## src/sv/raidz_column_map_assert.svh

```systemverilog
// ---------------------------------------------------------------------------
// Assertion macros for the RAID-Z column map
// Helpers for concurrent checks, used by the divider.
// ---------------------------------------------------------------------------
`ifndef RAIDZ_COLUMN_MAP_ASSERT_SVH
`define RAIDZ_COLUMN_MAP_ASSERT_SVH

// A property that must hold at every clock edge outside reset.
`define RCM_ASSERT(lbl, clk, rst_n, prop) \
    lbl: assert property (@(posedge clk) disable iff (!rst_n) (prop)) \
        else $error("rcm assertion failed");

// A condition that must hold in the cycle after a trigger, outside reset.
`define RCM_ASSERT_NEXT(lbl, clk, rst_n, ante, cons) \
    lbl: assert property (@(posedge clk) disable iff (!rst_n) (ante) |=> (cons)) \
        else $error("rcm assertion failed");

`endif

```

## src/sv/rcm_pkg.sv

```systemverilog
// ---------------------------------------------------------------------------
// RAID-Z column map package
// Field widths, register indexes and the controller/datapath interface types.
// ---------------------------------------------------------------------------
package rcm_pkg;

    localparam int OFF_W     = 63;
    localparam int SIZE_W    = 25;
    localparam int SH_W      = 5;
    localparam int COL_W     = 5;
    localparam int PAR_W     = 2;
    localparam int IDX_W     = 4;
    localparam int CNT_W     = 6;
    localparam int CFG_IDX_W = 2;
    localparam int CFG_DAT_W = 5;
    localparam int IN_W      = OFF_W + SIZE_W;
    localparam int OUT_W     = 2 * IDX_W + OFF_W + SIZE_W;

    // Configuration register indexes.
    localparam logic [CFG_IDX_W-1:0] CFG_SECTOR_SHIFT = 2'd0;
    localparam logic [CFG_IDX_W-1:0] CFG_COLUMN_COUNT = 2'd1;
    localparam logic [CFG_IDX_W-1:0] CFG_PARITY_COUNT = 2'd2;

    localparam logic [SH_W-1:0]  RST_SECTOR_SHIFT = 5'd12;
    localparam logic [COL_W-1:0] RST_COLUMN_COUNT = 5'd4;
    localparam logic [PAR_W-1:0] RST_PARITY_COUNT = 2'd1;

    // Offset bit that turns on the single-parity column swap.
    localparam int ROTATE_BIT = 20;

    // Divider: 64-bit left-aligned dividend, two quotient bits per cycle.
    localparam int DIV_W     = 64;
    localparam int DIV_CNT_W = 6;
    localparam logic [DIV_CNT_W-1:0] DIV_STEPS_OFF  = 6'd32;
    localparam logic [DIV_CNT_W-1:0] DIV_STEPS_SIZE = 6'd13;

    typedef struct packed {
        logic capture;
        logic start_b;
        logic take_b;
        logic start_s;
        logic take_s;
        logic prep;
        logic emit;
    } t_rcm_cmd;

    typedef struct packed {
        logic cfg_ok;
        logic div_done;
        logic empty;
        logic last;
        logic out_free;
    } t_rcm_sts;

endpackage

```

## src/sv/raidz_column_map.sv

```systemverilog
// ---------------------------------------------------------------------------
// RAID-Z column map
// Splits a block request into one word per data column of a RAID-Z stripe.
//
// The slave stream takes one request word (byte offset and byte size); the
// master stream returns one word per data column in column order, with tlast
// on the final column. A request of less than one sector, or one made under
// an invalid column/parity setting, returns no word. The configuration
// channel writes sector shift, column count and parity count and should
// only be used while no request is in flight.
// After a request is taken, the controller steps through a check, the
// offset division in the shared divider (two quotient bits per cycle), an
// offset setup step, the sector division and a prep step before the first
// emit. Words then follow one per cycle while the receiver takes them, and
// the next request is taken once the last word sits in the output register.
// Reset loads shift 12, four columns and single parity, empties the output
// register and keeps both ready signals low until the first cycle after
// reset. When the receiver stalls, the current word holds, emission pauses
// and the slave stream is not ready.
// ---------------------------------------------------------------------------
module raidz_column_map #(
    parameter int MAX_COLUMNS = 16,
    parameter int LABEL_BYTES = 4194304
) (
    input  logic                              i_clk,
    input  logic                              i_rst_n,
    input  logic                              i_cfg_valid,
    output logic                              o_cfg_ready,
    input  logic [rcm_pkg::CFG_IDX_W-1:0]     i_cfg_index,
    input  logic [rcm_pkg::CFG_DAT_W-1:0]     i_cfg_data,
    input  logic                              s_axis_tvalid,
    output logic                              s_axis_tready,
    // block_offset [62:0], block_size [87:63]
    input  logic [rcm_pkg::IN_W-1:0]          s_axis_tdata,
    output logic                              m_axis_tvalid,
    input  logic                              m_axis_tready,
    // column_index [3:0], device_index [7:4], device_offset [70:8],
    // column_bytes [95:71]
    output logic [rcm_pkg::OUT_W-1:0]         m_axis_tdata,
    output logic                              m_axis_tlast
);
    import rcm_pkg::*;

    logic [SH_W-1:0]  r_sector_shift;
    logic [COL_W-1:0] r_column_count;
    logic [PAR_W-1:0] r_parity_count;
    logic             r_cfg_ready;

    t_rcm_cmd w_cmd;
    t_rcm_sts w_sts;

    always_ff @(posedge i_clk) begin
        if (!i_rst_n) begin
            r_sector_shift <= RST_SECTOR_SHIFT;
            r_column_count <= RST_COLUMN_COUNT;
            r_parity_count <= RST_PARITY_COUNT;
            r_cfg_ready    <= 1'b0;
        end else begin
            r_cfg_ready <= 1'b1;
            if (i_cfg_valid && r_cfg_ready) begin
                unique case (i_cfg_index)
                    CFG_SECTOR_SHIFT: r_sector_shift <= i_cfg_data;
                    CFG_COLUMN_COUNT: r_column_count <= i_cfg_data;
                    CFG_PARITY_COUNT: r_parity_count <= i_cfg_data[PAR_W-1:0];
                    default: begin
                    end
                endcase
            end
        end
    end

    assign o_cfg_ready = r_cfg_ready;

    rcm_ctrl u_ctrl (
        .i_clk      (i_clk),
        .i_rst_n    (i_rst_n),
        .i_in_valid (s_axis_tvalid),
        .o_in_ready (s_axis_tready),
        .i_sts      (w_sts),
        .o_cmd      (w_cmd)
    );

    rcm_dp #(
        .MAX_COLUMNS (MAX_COLUMNS),
        .LABEL_BYTES (LABEL_BYTES)
    ) u_dp (
        .i_clk          (i_clk),
        .i_rst_n        (i_rst_n),
        .i_cmd          (w_cmd),
        .o_sts          (w_sts),
        .i_sector_shift (r_sector_shift),
        .i_column_count (r_column_count),
        .i_parity_count (r_parity_count),
        .i_in_data      (s_axis_tdata),
        .o_out_valid    (m_axis_tvalid),
        .i_out_ready    (m_axis_tready),
        .o_out_data     (m_axis_tdata),
        .o_out_last     (m_axis_tlast)
    );

endmodule

```

## src/sv/rcm_div.sv

```systemverilog
// ---------------------------------------------------------------------------
// RAID-Z column map divider
// Shared restoring divider by a small divisor, two quotient bits per cycle.
// ---------------------------------------------------------------------------
`include "raidz_column_map_assert.svh"

module rcm_div (
    input  logic                         i_clk,
    input  logic                         i_rst_n,
    input  logic                         i_start,
    input  logic [rcm_pkg::DIV_W-1:0]     i_dividend,
    input  logic [rcm_pkg::COL_W-1:0]     i_divisor,
    input  logic [rcm_pkg::DIV_CNT_W-1:0] i_steps,
    output logic                         o_done,
    output logic [rcm_pkg::DIV_W-1:0]     o_quot,
    output logic [rcm_pkg::COL_W-1:0]     o_rem
);
    import rcm_pkg::*;

    logic                 r_busy;
    logic                 r_done;
    logic [DIV_CNT_W-1:0] r_cnt;
    logic [DIV_W-1:0]     r_num;
    logic [DIV_W-1:0]     r_quo;
    logic [COL_W-1:0]     r_rem;
    logic [COL_W-1:0]     r_div;

    logic [DIV_W-1:0]     n_num;
    logic [DIV_W-1:0]     n_quo;
    logic [COL_W-1:0]     n_rem;
    logic [COL_W:0]       w_trial;

    // The remainder stays below the divisor, so each trial value is below
    // twice the divisor and one subtract settles the bit.
    always_comb begin
        n_num = r_num;
        n_quo = r_quo;
        n_rem = r_rem;
        w_trial = '0;
        for (int k = 0; k < 2; k++) begin
            w_trial = {n_rem, n_num[DIV_W-1]};
            n_num   = {n_num[DIV_W-2:0], 1'b0};
            if (w_trial >= {1'b0, r_div}) begin
                n_rem = COL_W'(w_trial - {1'b0, r_div});
                n_quo = {n_quo[DIV_W-2:0], 1'b1};
            end else begin
                n_rem = w_trial[COL_W-1:0];
                n_quo = {n_quo[DIV_W-2:0], 1'b0};
            end
        end
    end

    always_ff @(posedge i_clk) begin
        if (!i_rst_n) begin
            r_busy <= 1'b0;
            r_done <= 1'b0;
            r_cnt  <= '0;
        end else begin
            r_done <= 1'b0;
            if (i_start) begin
                r_busy <= 1'b1;
                r_cnt  <= i_steps;
            end else if (r_busy) begin
                r_cnt <= r_cnt - 1'b1;
                if (r_cnt == DIV_CNT_W'(1)) begin
                    r_busy <= 1'b0;
                    r_done <= 1'b1;
                end
            end
        end
    end

    always_ff @(posedge i_clk) begin
        if (i_start) begin
            r_num <= i_dividend;
            r_div <= i_divisor;
            r_quo <= '0;
            r_rem <= '0;
        end else if (r_busy) begin
            r_num <= n_num;
            r_quo <= n_quo;
            r_rem <= n_rem;
        end
    end

    assign o_done = r_done;
    assign o_quot = r_quo;
    assign o_rem  = r_rem;

    `RCM_ASSERT(a_rem_below_div, i_clk, i_rst_n, !(r_busy && r_div != '0) || (r_rem < r_div))
    `RCM_ASSERT_NEXT(a_start_busy, i_clk, i_rst_n, i_start, r_busy)
    `RCM_ASSERT(a_done_idle, i_clk, i_rst_n, !r_done || !r_busy)

endmodule

```

## src/sv/rcm_dp.sv

```systemverilog
// ---------------------------------------------------------------------------
// RAID-Z column map datapath
// Sector conversion, the two divisions, column bookkeeping and output word.
// ---------------------------------------------------------------------------
module rcm_dp #(
    parameter int MAX_COLUMNS = 16,
    parameter int LABEL_BYTES = 4194304
) (
    input  logic                         i_clk,
    input  logic                         i_rst_n,
    input  rcm_pkg::t_rcm_cmd            i_cmd,
    output rcm_pkg::t_rcm_sts            o_sts,
    input  logic [rcm_pkg::SH_W-1:0]     i_sector_shift,
    input  logic [rcm_pkg::COL_W-1:0]    i_column_count,
    input  logic [rcm_pkg::PAR_W-1:0]    i_parity_count,
    input  logic [rcm_pkg::IN_W-1:0]     i_in_data,
    output logic                         o_out_valid,
    input  logic                         i_out_ready,
    output logic [rcm_pkg::OUT_W-1:0]    o_out_data,
    output logic                         o_out_last
);
    import rcm_pkg::*;

    logic [OFF_W-1:0]  w_off;
    logic [SIZE_W-1:0] w_size;
    logic              w_cfg_ok;

    logic [OFF_W-1:0]  r_b;
    logic [SIZE_W-1:0] r_s;
    logic              r_rot;
    logic              r_cfg_ok;
    logic [OFF_W-1:0]  r_unit;
    logic [COL_W-1:0]  r_first;
    logic [OFF_W-1:0]  r_row;
    logic [OFF_W-1:0]  r_off0;
    logic [OFF_W-1:0]  r_off1;
    logic [SIZE_W-1:0] r_q;
    logic [COL_W-1:0]  r_r;
    logic [CNT_W-1:0]  r_bc;
    logic [CNT_W-1:0]  r_acols;
    logic [SIZE_W-1:0] r_bq;
    logic [SIZE_W-1:0] r_bq1;
    logic [CNT_W-1:0]  r_c;

    logic              r_ov;
    logic [OUT_W-1:0]  r_od;
    logic              r_ol;

    logic              w_div_start;
    logic [DIV_W-1:0]  w_dividend;
    logic [COL_W-1:0]  w_divisor;
    logic [DIV_CNT_W-1:0] w_steps;
    logic              w_div_done;
    logic [DIV_W-1:0]  w_quot;
    logic [COL_W-1:0]  w_rem;

    logic [CNT_W-1:0]  w_bc;
    logic [CNT_W-1:0]  w_src;
    logic [CNT_W:0]    w_dev;
    logic              w_wrap;
    logic [CNT_W:0]    w_dev_fix;
    logic              w_last;

    assign w_off  = i_in_data[OFF_W-1:0];
    assign w_size = i_in_data[IN_W-1:OFF_W];

    assign w_cfg_ok = (i_column_count >= COL_W'(2))
                   && (int'(i_column_count) <= MAX_COLUMNS)
                   && (i_parity_count != '0)
                   && ({3'b0, i_parity_count} < i_column_count);

    // The offset goes through the divider by the column count, the sector
    // count through the divider by the number of data columns.
    assign w_div_start = i_cmd.start_b || i_cmd.start_s;
    assign w_dividend  = i_cmd.start_b ? {1'b0, r_b}
                                       : {1'b0, r_s, {(DIV_W - 1 - SIZE_W){1'b0}}};
    assign w_divisor   = i_cmd.start_b ? i_column_count
                                       : COL_W'(i_column_count - {3'b0, i_parity_count});
    assign w_steps     = i_cmd.start_b ? DIV_STEPS_OFF : DIV_STEPS_SIZE;

    rcm_div u_div (
        .i_clk      (i_clk),
        .i_rst_n    (i_rst_n),
        .i_start    (w_div_start),
        .i_dividend (w_dividend),
        .i_divisor  (w_divisor),
        .i_steps    (w_steps),
        .o_done     (w_div_done),
        .o_quot     (w_quot),
        .o_rem      (w_rem)
    );

    assign w_bc = (r_r == '0) ? '0 : CNT_W'(r_r) + CNT_W'(i_parity_count);

    // With the single-parity swap, the first data column takes column 0's place.
    assign w_src     = (r_rot && r_c == CNT_W'(1)) ? '0 : r_c;
    assign w_dev     = (CNT_W + 1)'(r_first) + (CNT_W + 1)'(w_src);
    assign w_wrap    = w_dev >= (CNT_W + 1)'(i_column_count);
    assign w_dev_fix = w_wrap ? w_dev - (CNT_W + 1)'(i_column_count) : w_dev;
    assign w_last    = (r_c + 1'b1) == r_acols;

    always_ff @(posedge i_clk) begin
        if (i_cmd.capture) begin
            r_b      <= w_off >> i_sector_shift;
            r_s      <= w_size >> i_sector_shift;
            r_rot    <= w_off[ROTATE_BIT] && (i_parity_count == PAR_W'(1));
            r_cfg_ok <= w_cfg_ok;
            r_unit   <= OFF_W'(LABEL_BYTES) + (OFF_W'(1) << i_sector_shift);
        end
        if (i_cmd.take_b) begin
            r_first <= w_rem;
            r_row   <= OFF_W'(w_quot << i_sector_shift);
        end
        if (i_cmd.start_s) begin
            r_off0 <= r_row + OFF_W'(LABEL_BYTES);
            r_off1 <= r_row + r_unit;
        end
        if (i_cmd.take_s) begin
            r_q <= w_quot[SIZE_W-1:0];
            r_r <= w_rem;
        end
        if (i_cmd.prep) begin
            r_bc    <= w_bc;
            r_acols <= (r_q == '0) ? w_bc : CNT_W'(i_column_count);
            r_bq    <= r_q << i_sector_shift;
            r_bq1   <= SIZE_W'(r_q + 1'b1) << i_sector_shift;
            r_c     <= CNT_W'(i_parity_count);
        end else if (i_cmd.emit) begin
            r_c <= r_c + 1'b1;
        end
    end

    // Output register: holds one column word until the receiver takes it.
    always_ff @(posedge i_clk) begin
        if (!i_rst_n) begin
            r_ov <= 1'b0;
        end else if (i_cmd.emit) begin
            r_ov <= 1'b1;
        end else if (i_out_ready) begin
            r_ov <= 1'b0;
        end
    end

    always_ff @(posedge i_clk) begin
        if (i_cmd.emit) begin
            r_od <= {(r_c < r_bc) ? r_bq1 : r_bq,
                     w_wrap ? r_off1 : r_off0,
                     w_dev_fix[IDX_W-1:0],
                     r_c[IDX_W-1:0]};
            r_ol <= w_last;
        end
    end

    assign o_sts.cfg_ok   = r_cfg_ok;
    assign o_sts.div_done = w_div_done;
    assign o_sts.empty    = r_acols <= CNT_W'(i_parity_count);
    assign o_sts.last     = w_last;
    assign o_sts.out_free = !r_ov || i_out_ready;

    assign o_out_valid = r_ov;
    assign o_out_data  = r_od;
    assign o_out_last  = r_ol;

endmodule

```

## src/sv/rcm_ctrl.sv

```systemverilog
// ---------------------------------------------------------------------------
// RAID-Z column map controller
// Sequences capture, the two divisions, setup and the column emission.
// ---------------------------------------------------------------------------
module rcm_ctrl (
    input  logic              i_clk,
    input  logic              i_rst_n,
    input  logic              i_in_valid,
    output logic              o_in_ready,
    input  rcm_pkg::t_rcm_sts i_sts,
    output rcm_pkg::t_rcm_cmd o_cmd
);
    import rcm_pkg::*;

    typedef enum logic [2:0] {
        ST_IDLE,
        ST_CHECK,
        ST_DIV_B,
        ST_OFFS,
        ST_DIV_S,
        ST_PREP,
        ST_EMIT
    } t_state;

    t_state r_state;
    logic   r_in_ready;

    always_comb begin
        o_cmd         = '0;
        o_cmd.capture = i_in_valid && r_in_ready;
        o_cmd.start_b = (r_state == ST_CHECK) && i_sts.cfg_ok;
        o_cmd.take_b  = (r_state == ST_DIV_B) && i_sts.div_done;
        o_cmd.start_s = (r_state == ST_OFFS);
        o_cmd.take_s  = (r_state == ST_DIV_S) && i_sts.div_done;
        o_cmd.prep    = (r_state == ST_PREP);
        o_cmd.emit    = (r_state == ST_EMIT) && !i_sts.empty && i_sts.out_free;
    end

    always_ff @(posedge i_clk) begin
        if (!i_rst_n) begin
            r_state    <= ST_IDLE;
            r_in_ready <= 1'b0;
        end else begin
            unique case (r_state)
                ST_IDLE: begin
                    if (o_cmd.capture) begin
                        r_state    <= ST_CHECK;
                        r_in_ready <= 1'b0;
                    end else begin
                        r_in_ready <= 1'b1;
                    end
                end
                ST_CHECK: begin
                    if (i_sts.cfg_ok) begin
                        r_state <= ST_DIV_B;
                    end else begin
                        r_state    <= ST_IDLE;
                        r_in_ready <= 1'b1;
                    end
                end
                ST_DIV_B: begin
                    if (i_sts.div_done) begin
                        r_state <= ST_OFFS;
                    end
                end
                ST_OFFS: begin
                    r_state <= ST_DIV_S;
                end
                ST_DIV_S: begin
                    if (i_sts.div_done) begin
                        r_state <= ST_PREP;
                    end
                end
                ST_PREP: begin
                    r_state <= ST_EMIT;
                end
                ST_EMIT: begin
                    if (i_sts.empty || (o_cmd.emit && i_sts.last)) begin
                        r_state    <= ST_IDLE;
                        r_in_ready <= 1'b1;
                    end
                end
                default: begin
                    r_state    <= ST_IDLE;
                    r_in_ready <= 1'b1;
                end
            endcase
        end
    end

    assign o_in_ready = r_in_ready;

endmodule
```

## config.mk

```make
export PLATFORM = sky130hd
export DESIGN_NAME = raidz_column_map
export DESIGN_NICKNAME = d
export VERILOG_FILES = /design/src/sv/rcm_pkg.sv /design/src/sv/raidz_column_map.sv /design/src/sv/rcm_div.sv /design/src/sv/rcm_dp.sv /design/src/sv/rcm_ctrl.sv
export VERILOG_INCLUDE_DIRS = /design/src /design/src/sv
export SDC_FILE = /design/constraint.sdc
export NUM_CORES = 2
export LEC_CHECK = 0
export ABC_AREA = 1
export BUFFER_PORTS_ARGS = -buffer_cell sky130_fd_sc_hd__buf_2
export CAP_MARGIN = 25
export CORE_MARGIN = 10
export CORE_UTILIZATION = 25
export DETAILED_ROUTE_END_ITERATION = 8
export SETUP_SLACK_MARGIN = 0.1
export SYNTH_ARGS = -nofsm -noshare
export SYNTH_HDL_FRONTEND = slang
export SYNTH_SLANG_ARGS = --single-unit
```

## constraint.sdc

```tcl
create_clock -name i_clk -period 4.3 [get_ports i_clk]
set_clock_uncertainty 0.05 [all_clocks]
set_input_delay 0.43 -clock i_clk [delete_from_list [all_inputs] [get_ports i_clk]]
set_output_delay 0.43 -clock i_clk [all_outputs]
set_load 0.01 [all_outputs]
```

=== Word-level counts from Yosys, hierarchy flattened ===
Index checks and enable logic that the tools add are counted.

* Add/subtract/negate cells: 12
* $mul: 0
* Div/mod/pow operators: 0
* $lt $le $gt $ge: 8
* Equality and inequality tests: 17
* Shifts and indexed selects: 6
* Muxes and demuxes: 36
* Bitwise gates (word level): 3
* Reductions and logical operators: 33

{| class="wikitable"
|+ Operators with widths
! kind !! count
|-
| two-way mux 64 bit || 2
|-
| two-way mux 63 bit || 2
|-
| << shifter 64 x 5 -> 63 bit || 1
|-
| adder 24 x 63 -> 63 bit (first input constant) || 1
|-
| adder 63 x 23 -> 63 bit (second input constant) || 1
|-
| adder 63 bit || 1
|-
| << shifter 1 x 5 -> 63 bit (first input constant) || 1
|-
| >> shifter 63 x 5 -> 63 bit || 1
|-
| << shifter 25 x 5 -> 25 bit || 2
|-
| two-way mux 6 bit || 5
|-
| adder 25 x 1 -> 25 bit (second input constant) || 1
|-
| logical NOT 25 bit || 1
|-
| two-way mux 25 bit || 1
|-
| >> shifter 25 x 5 -> 25 bit || 1
|-
| case mux 3 bit (7 select lines) || 1
|-
| two-way mux 5 bit || 4
|-
| logical AND 1 bit || 13
|-
| equality test 6 x 1 -> 1 bit (second input constant) || 2
|-
| >= comparator 6 x 5 -> 1 bit || 2
|-
| two-way mux 1 bit || 12
|-
| two-way mux 3 bit || 4
|-
| subtractor 5 bit || 2
|-
| equality test 3 bit (second input constant) || 3
|-
| nonzero test 2 bit || 4
|-
| 33 further kinds || 47
|}

* Register bits: 706
* Latch bits: 0
* Bits in writable memories: 0
* Bits in read-only memories: 0
* Output and inout bits: 100
* Memories kept: 0

=== Logic depth before layout (Yosys ltp) ===
* Depth after elaboration: 8
* Mapped depth: 21

=== Modules after synthesis ===
Synthesis repeated with hierarchy kept, for this count alone.

* Cells, all modules: 4995
* Area, all modules: 40278.6 sq um

{| class="wikitable"
|+ Modules (own cells, without submodules)
! module !! times used !! cells each !! area each (sq um) !! sequential area each (sq um)
|-
| rcm_dp || 1 || 4140 || 32929.1 || 15354.7
|-
| rcm_div || 1 || 728 || 6501.2 || 3613.5
|-
| raidz_column_map || 1 || 75 || 533.0 || 260.2
|-
| rcm_ctrl || 1 || 52 || 315.3 || 80.1
|}

=== Worst setup path before layout ===
OpenSTA, ideal clock, no wires.

* Kind: flip-flop to flip-flop
* From: register r_parity_count[1]
* To: register u_dp.r_c[0], enable pin
* Library setup time: 0.311 ns
* Arrival: 4.352 ns
* Slack: -0.412 ns
* Cell stages (with the launch flop): 11
* Clock period less this slack: 4.712 ns
* Path through: dfxtp_1 -> inv_1 -> ha_1 -> inv_1 -> nor2_1 -> o21ai_0 -> nand3_1 -> nand3_1 -> nor2_2 -> inv_1 -> nand2_1

{| class="wikitable"
|+ RTL lines
! item !! RTL line !! source
|-
| start, declared || raidz_column_map.sv:46 || <nowiki>logic [PAR_W-1:0] r_parity_count;</nowiki>
|-
| start signal, assigned || raidz_column_map.sv:64 || <nowiki>CFG_PARITY_COUNT: r_parity_count <= i_cfg_data[PAR_W-1:0];</nowiki>
|-
| end signal, assigned || rcm_dp.sv:127 || <nowiki>r_c <= CNT_W'(i_parity_count);</nowiki>
|-
| end signal, assigned || rcm_dp.sv:129 || <nowiki>r_c <= r_c + 1'b1;</nowiki>
|-
| end, declared || rcm_dp.sv:43 || <nowiki>logic [CNT_W-1:0] r_c;</nowiki>
|}

=== Worst setup path after layout ===
* From: register u_dp.r_c[0]
* To: register u_dp.r_od[23], in the netlist u_dp.o_out_data[23] (data pin)

* Cells in the longest elaborated chain, start to end: 6

{| class="wikitable"
|+ RTL lines
! item !! RTL line !! source
|-
| equality test 6 x 1 -> 1 bit || rcm_dp.sv:96 || <nowiki>assign w_src = (r_rot && r_c == CNT_W'(1)) ? '0 : r_c;</nowiki>
|-
| logical AND 1 bit || rcm_dp.sv:96 ||
|-
| two-way mux 6 bit * || rcm_dp.sv:96 ||
|-
| adder 5 x 6 -> 7 bit * || rcm_dp.sv:97 || <nowiki>assign w_dev = (CNT_W + 1)'(r_first) + (CNT_W + 1)'(w_src);</nowiki>
|-
| >= comparator 7 x 5 -> 1 bit * || rcm_dp.sv:98 || <nowiki>assign w_wrap = w_dev >= (CNT_W + 1)'(i_column_count);</nowiki>
|-
| two-way mux 63 bit * || rcm_dp.sv:147 || <nowiki>w_wrap ? r_off1 : r_off0,</nowiki>
|-
| end signal, assigned || rcm_dp.sv:146 || <nowiki>r_od <= {(r_c < r_bc) ? r_bq1 : r_bq,</nowiki>
|-
| end, declared || rcm_dp.sv:46 || <nowiki>logic [OUT_W-1:0] r_od;</nowiki>
|}

Every way passes the cells marked *; elsewhere a longest branch is shown, timed or not.
A chain may end at the register's enable or synchronous reset.

==> flow_summary.yaml <==
die:
  fp-row-count: 144
  die_w_um: 415
  io_pins: 200
  start_util_pct: 25.2
  die-area_um2: 172000
  coreArea_um2: 154000
  dieHeight_um: 415
setup_path:
  critPathLaunchType: "flop"
  worstReg2RegStart: "u_dp.r_c[0]"
  crit_arrival_ns: 4.16
  crit_type: "reg2reg"
  crit_path_end_kind: "flop"
  crit_fanout: 15
  r2r_slack_ns: 0.49
  r2r-end: "u_dp.o_out_data[23]"
  rr_worst_depth: 19
  cp.required_ns: 4.65
clock_network:
  post_cts_resized: 0
  path_clk_slew_ns: 0.06
  cts_made_buffers: 77
  clockBufferDepth: 3
  htree_num_levels: 3
  clk_latency_ns: 0.69
  cts_tree: "built"
  cts.sinks: 675
  root_buffer: "clkbuf_16"
synth:
  synthTopCellsByArea: "edfxtp_1 45%, nand2_1 11%, o21ai_0 5.9%, dfxtp_1 5.0%, nand3_1 3.7%"
  ys_seq_elements: 675
  syn_area_per_cell_um2: 8.68
  seq_area_frac_synth_pct: 49.6
  syn_area_um2: 38900
  postSynthCellCount: 4485
  ys_warn_count: 0
  synthTopCellsByCount: "1173 x nand2_1, 577 x edfxtp_1, 458 x o21ai_0"
  yosys.area.top_type: "edfxtp_1"
  syn_nets: 4666
  yosys_most_used_dff: "edfxtp_1"
  netlist-cell-type-count: 66
  synthMostInstantiatedCell: "nand2_1"
  synth_edf_count: 577
  async_flop_share_pct: 0
  synth_top_area_share_pct: 44.5
power:
  p_leak_uw: 0.0172
  irDropWorstVdd_mv: 0.290
  pwr_density_cell_nw_per_um2: 488
placement:
  hpwl_um: 94100
  numPlacedInstances: 6547
  io_buffers: 199
  gp_congestion: 0.904
sta:
  fin_tns_setup_ns: 0
  finalSetupViolCount: 0
  fin_crit_ns: 3.81
  worst_pin_slew_ns: 1.17
  slew_headroom_pct: 22.2
  post-route-period-util_pct: 88.6
  fmax_ghz: 0.262
  rsz0062_at_grt: "no"
  final-hold-violation-count: 0
  maxSlewViolCount: 0
worst_hold_path:
  hp-start: "i_rst_n"
  hold_path_depth: 1
  hold_end: "o_cfg_ready"
  hp-class: "in2reg"
layout:
  final_cell_count_no_fill: 6703
  drive_above_1_share_pct: 10.6
  nNetsFinal: 4768
  area_growth_pct: 15.1
global_route:
  grt_max_degree: 181
  grt_pass1_vias: 31087
  grt_usage_pct: 13.9
  antenna_found_initial: 20
  grt.overflow.total: 0
  grt_pass1_wl_um: 189000
run:
  drv_cap: 0
run_status:
  status: "completed"
detailed_routing:
  dr.pass1.iters: 8
  first_iter_violations: 3026
  remaining_drc_errors: 0
  drt_wl_total_um: 126000
  avgRoutedWirePerCell_um: 18.8
  postRouteAntennaNets: 0
  vias: 32407
  viasPerCell: 4.83
==> cell usage in the layout, fill, tap and decap left out, drive strengths merged, types with 4 or more instances in the layout <==
cell type / count
nand2: 1179
edfxtp: 577
o21ai: 512
inv: 360
nor2: 331
nand3: 291
buf: 262
a21oi: 134
clkbuf: 101
dfxtp: 98
mux2i: 97
xor2: 90
mux2: 89
o22ai: 75
ha: 74
nor3: 61
nand4: 37
a22oi: 37
a22o: 36
clkinv: 28
a31oi: 27
xnor2: 26
nor4: 21
o211ai: 17
or2: 15
a211oi: 9
bufinv: 8
diode: 7
fa: 7
o21bai: 6
o21a: 6
o311ai: 6
nand3b: 5
a21o: 4
==> metal layers <==
| metal | up-vias | global-route usage (%) | share of wire (%) |
|---|---|---|---|
| met3 | 177 | 2.29 | 5.9 |
| met5 | - | 0 | 0.13 |
| met1 | 15498 | 17.9 | 43 |
| li1 | 15672 | - | - |
| met4 | 24 | 4.92 | 3.1 |
| met2 | 1036 | 23.5 | 48 |
==> how the worst max path moves through the flow <==
| stage | start | to | slack (ns) |
|---|---|---|---|
| after CTS | u_dp.r_c[0] | u_dp.o_out_data[23] | 0.21 |
| after detailed placement | u_dp.r_c[0] | u_dp.o_out_data[23] | 0.26 |
| after global placement | u_dp.r_c[0] | u_dp.o_out_data[42] | 0.24 |
| after floorplan | u_ctrl.r_state[1] | u_dp.r_first[0] | 0.24 |
| after global routing | u_dp.r_c[0] | u_dp.o_out_data[23] | 0.22 |
| final | u_dp.r_c[0] | u_dp.o_out_data[23] | 0.49 |
==> sequential cells by signal, indices dropped and copies added, names as in the netlist, 5 cells and up <==
register,flops
r_column_count,5
u_dp.r_bc,6
u_dp.r_s,25
u_dp.r_acols,6
u_dp.u_div.r_div,5
u_dp.u_div.o_rem,5
u_dp.r_unit,33
u_dp.r_off1,63
u_dp.r_row,63
u_dp.r_bq,25
u_dp.r_b,63
u_dp.o_out_data,96
r_sector_shift,5
u_dp.r_off0,63
u_dp.r_first,5
u_dp.u_div.o_quot,63
u_dp.r_bq1,25
u_dp.r_r,5
u_dp.u_div.r_cnt,6
u_dp.u_div.r_num,64
u_dp.r_q,25
u_dp.r_c,6
==> power breakdown <==
group          leakage, µW  switching (µW)  internal [µW]
clock network      0.00127            2880           3970
logic              0.00983            3870           2130
registers          0.00607             460           8540
==> critical path: stages (launching register included) <==
cell and delay [ns]:
edfxtp_1 0.39, ha_1 0.22, nand2_1 0.07, nor3_1 0.05, nand3_1 0.09, nand2_1 0.06
inv_1 0.05, ha_1 0.15, inv_1 0.06, fa_1 0.41, o211a_1 0.27, xnor2_1 0.13
ha_1 0.31, nand2_1 0.08, o211ai_1 0.09, a31oi_1 0.25, nand3_4 0.11, buf_12 0.16
buf_4 0.19, mux2_1 0.33
==> stage by stage <==
step / util (%) / power (µW) / setup slack (ns) / area (µm²) / hold WS [ns]
detailed placement: 27.2 / 15100 / 0.259 / 42100 / 0.364
CTS: 29.0 / 22000 / 0.214 / 44700 / 0.00849
floorplan: - / 13100 / 0.242 / 38900 / 0.358
global placement: 27.2 / 15000 / 0.240 / 42100 / 0.365
global route: 29.0 / 23100 / 0.225 / 44800 / 0.0490
finish: 29.0 / 21900 / 0.490 / 44800 / 0.0543
==> cell families (layout without fill, tap and decap cells) <==
group / count (synthesis) / in the layout / share of synthesized area [%]
other cells: 1 / 8 / 0.00964
flops: 675 / 675 / 49.6
buf+inv: 598 / 765 / 6.18
xor+xnor: 116 / 116 / 2.61
simple gates: 1948 / 1948 / 21.1
mux: 186 / 186 / 5.07
compound gates: 880 / 880 / 12.7
fa+ha+maj: 81 / 81 / 2.74
==> area by class of cell <==
type                            instances  area (µm²)
Fill cell                           16330      110000
Clock inverter                         43         543
Antenna cell                            7        17.5
Sequential cell                       675       19300
Clock buffer                          101        2090
Tap cell                             2044        2560
Inverter                              356        1360
Timing Repair Buffer                  265        1650
Multi-Input combinational cell       3212       17200
==> what timing repair did <==
action                                  CTS  global route
hold endpoints to repair                  4             0
setup buffers                             0             2
hold buffers                              3             0
endpoints found under the setup margin    0            58
Power figures use the tool's default switching activity.
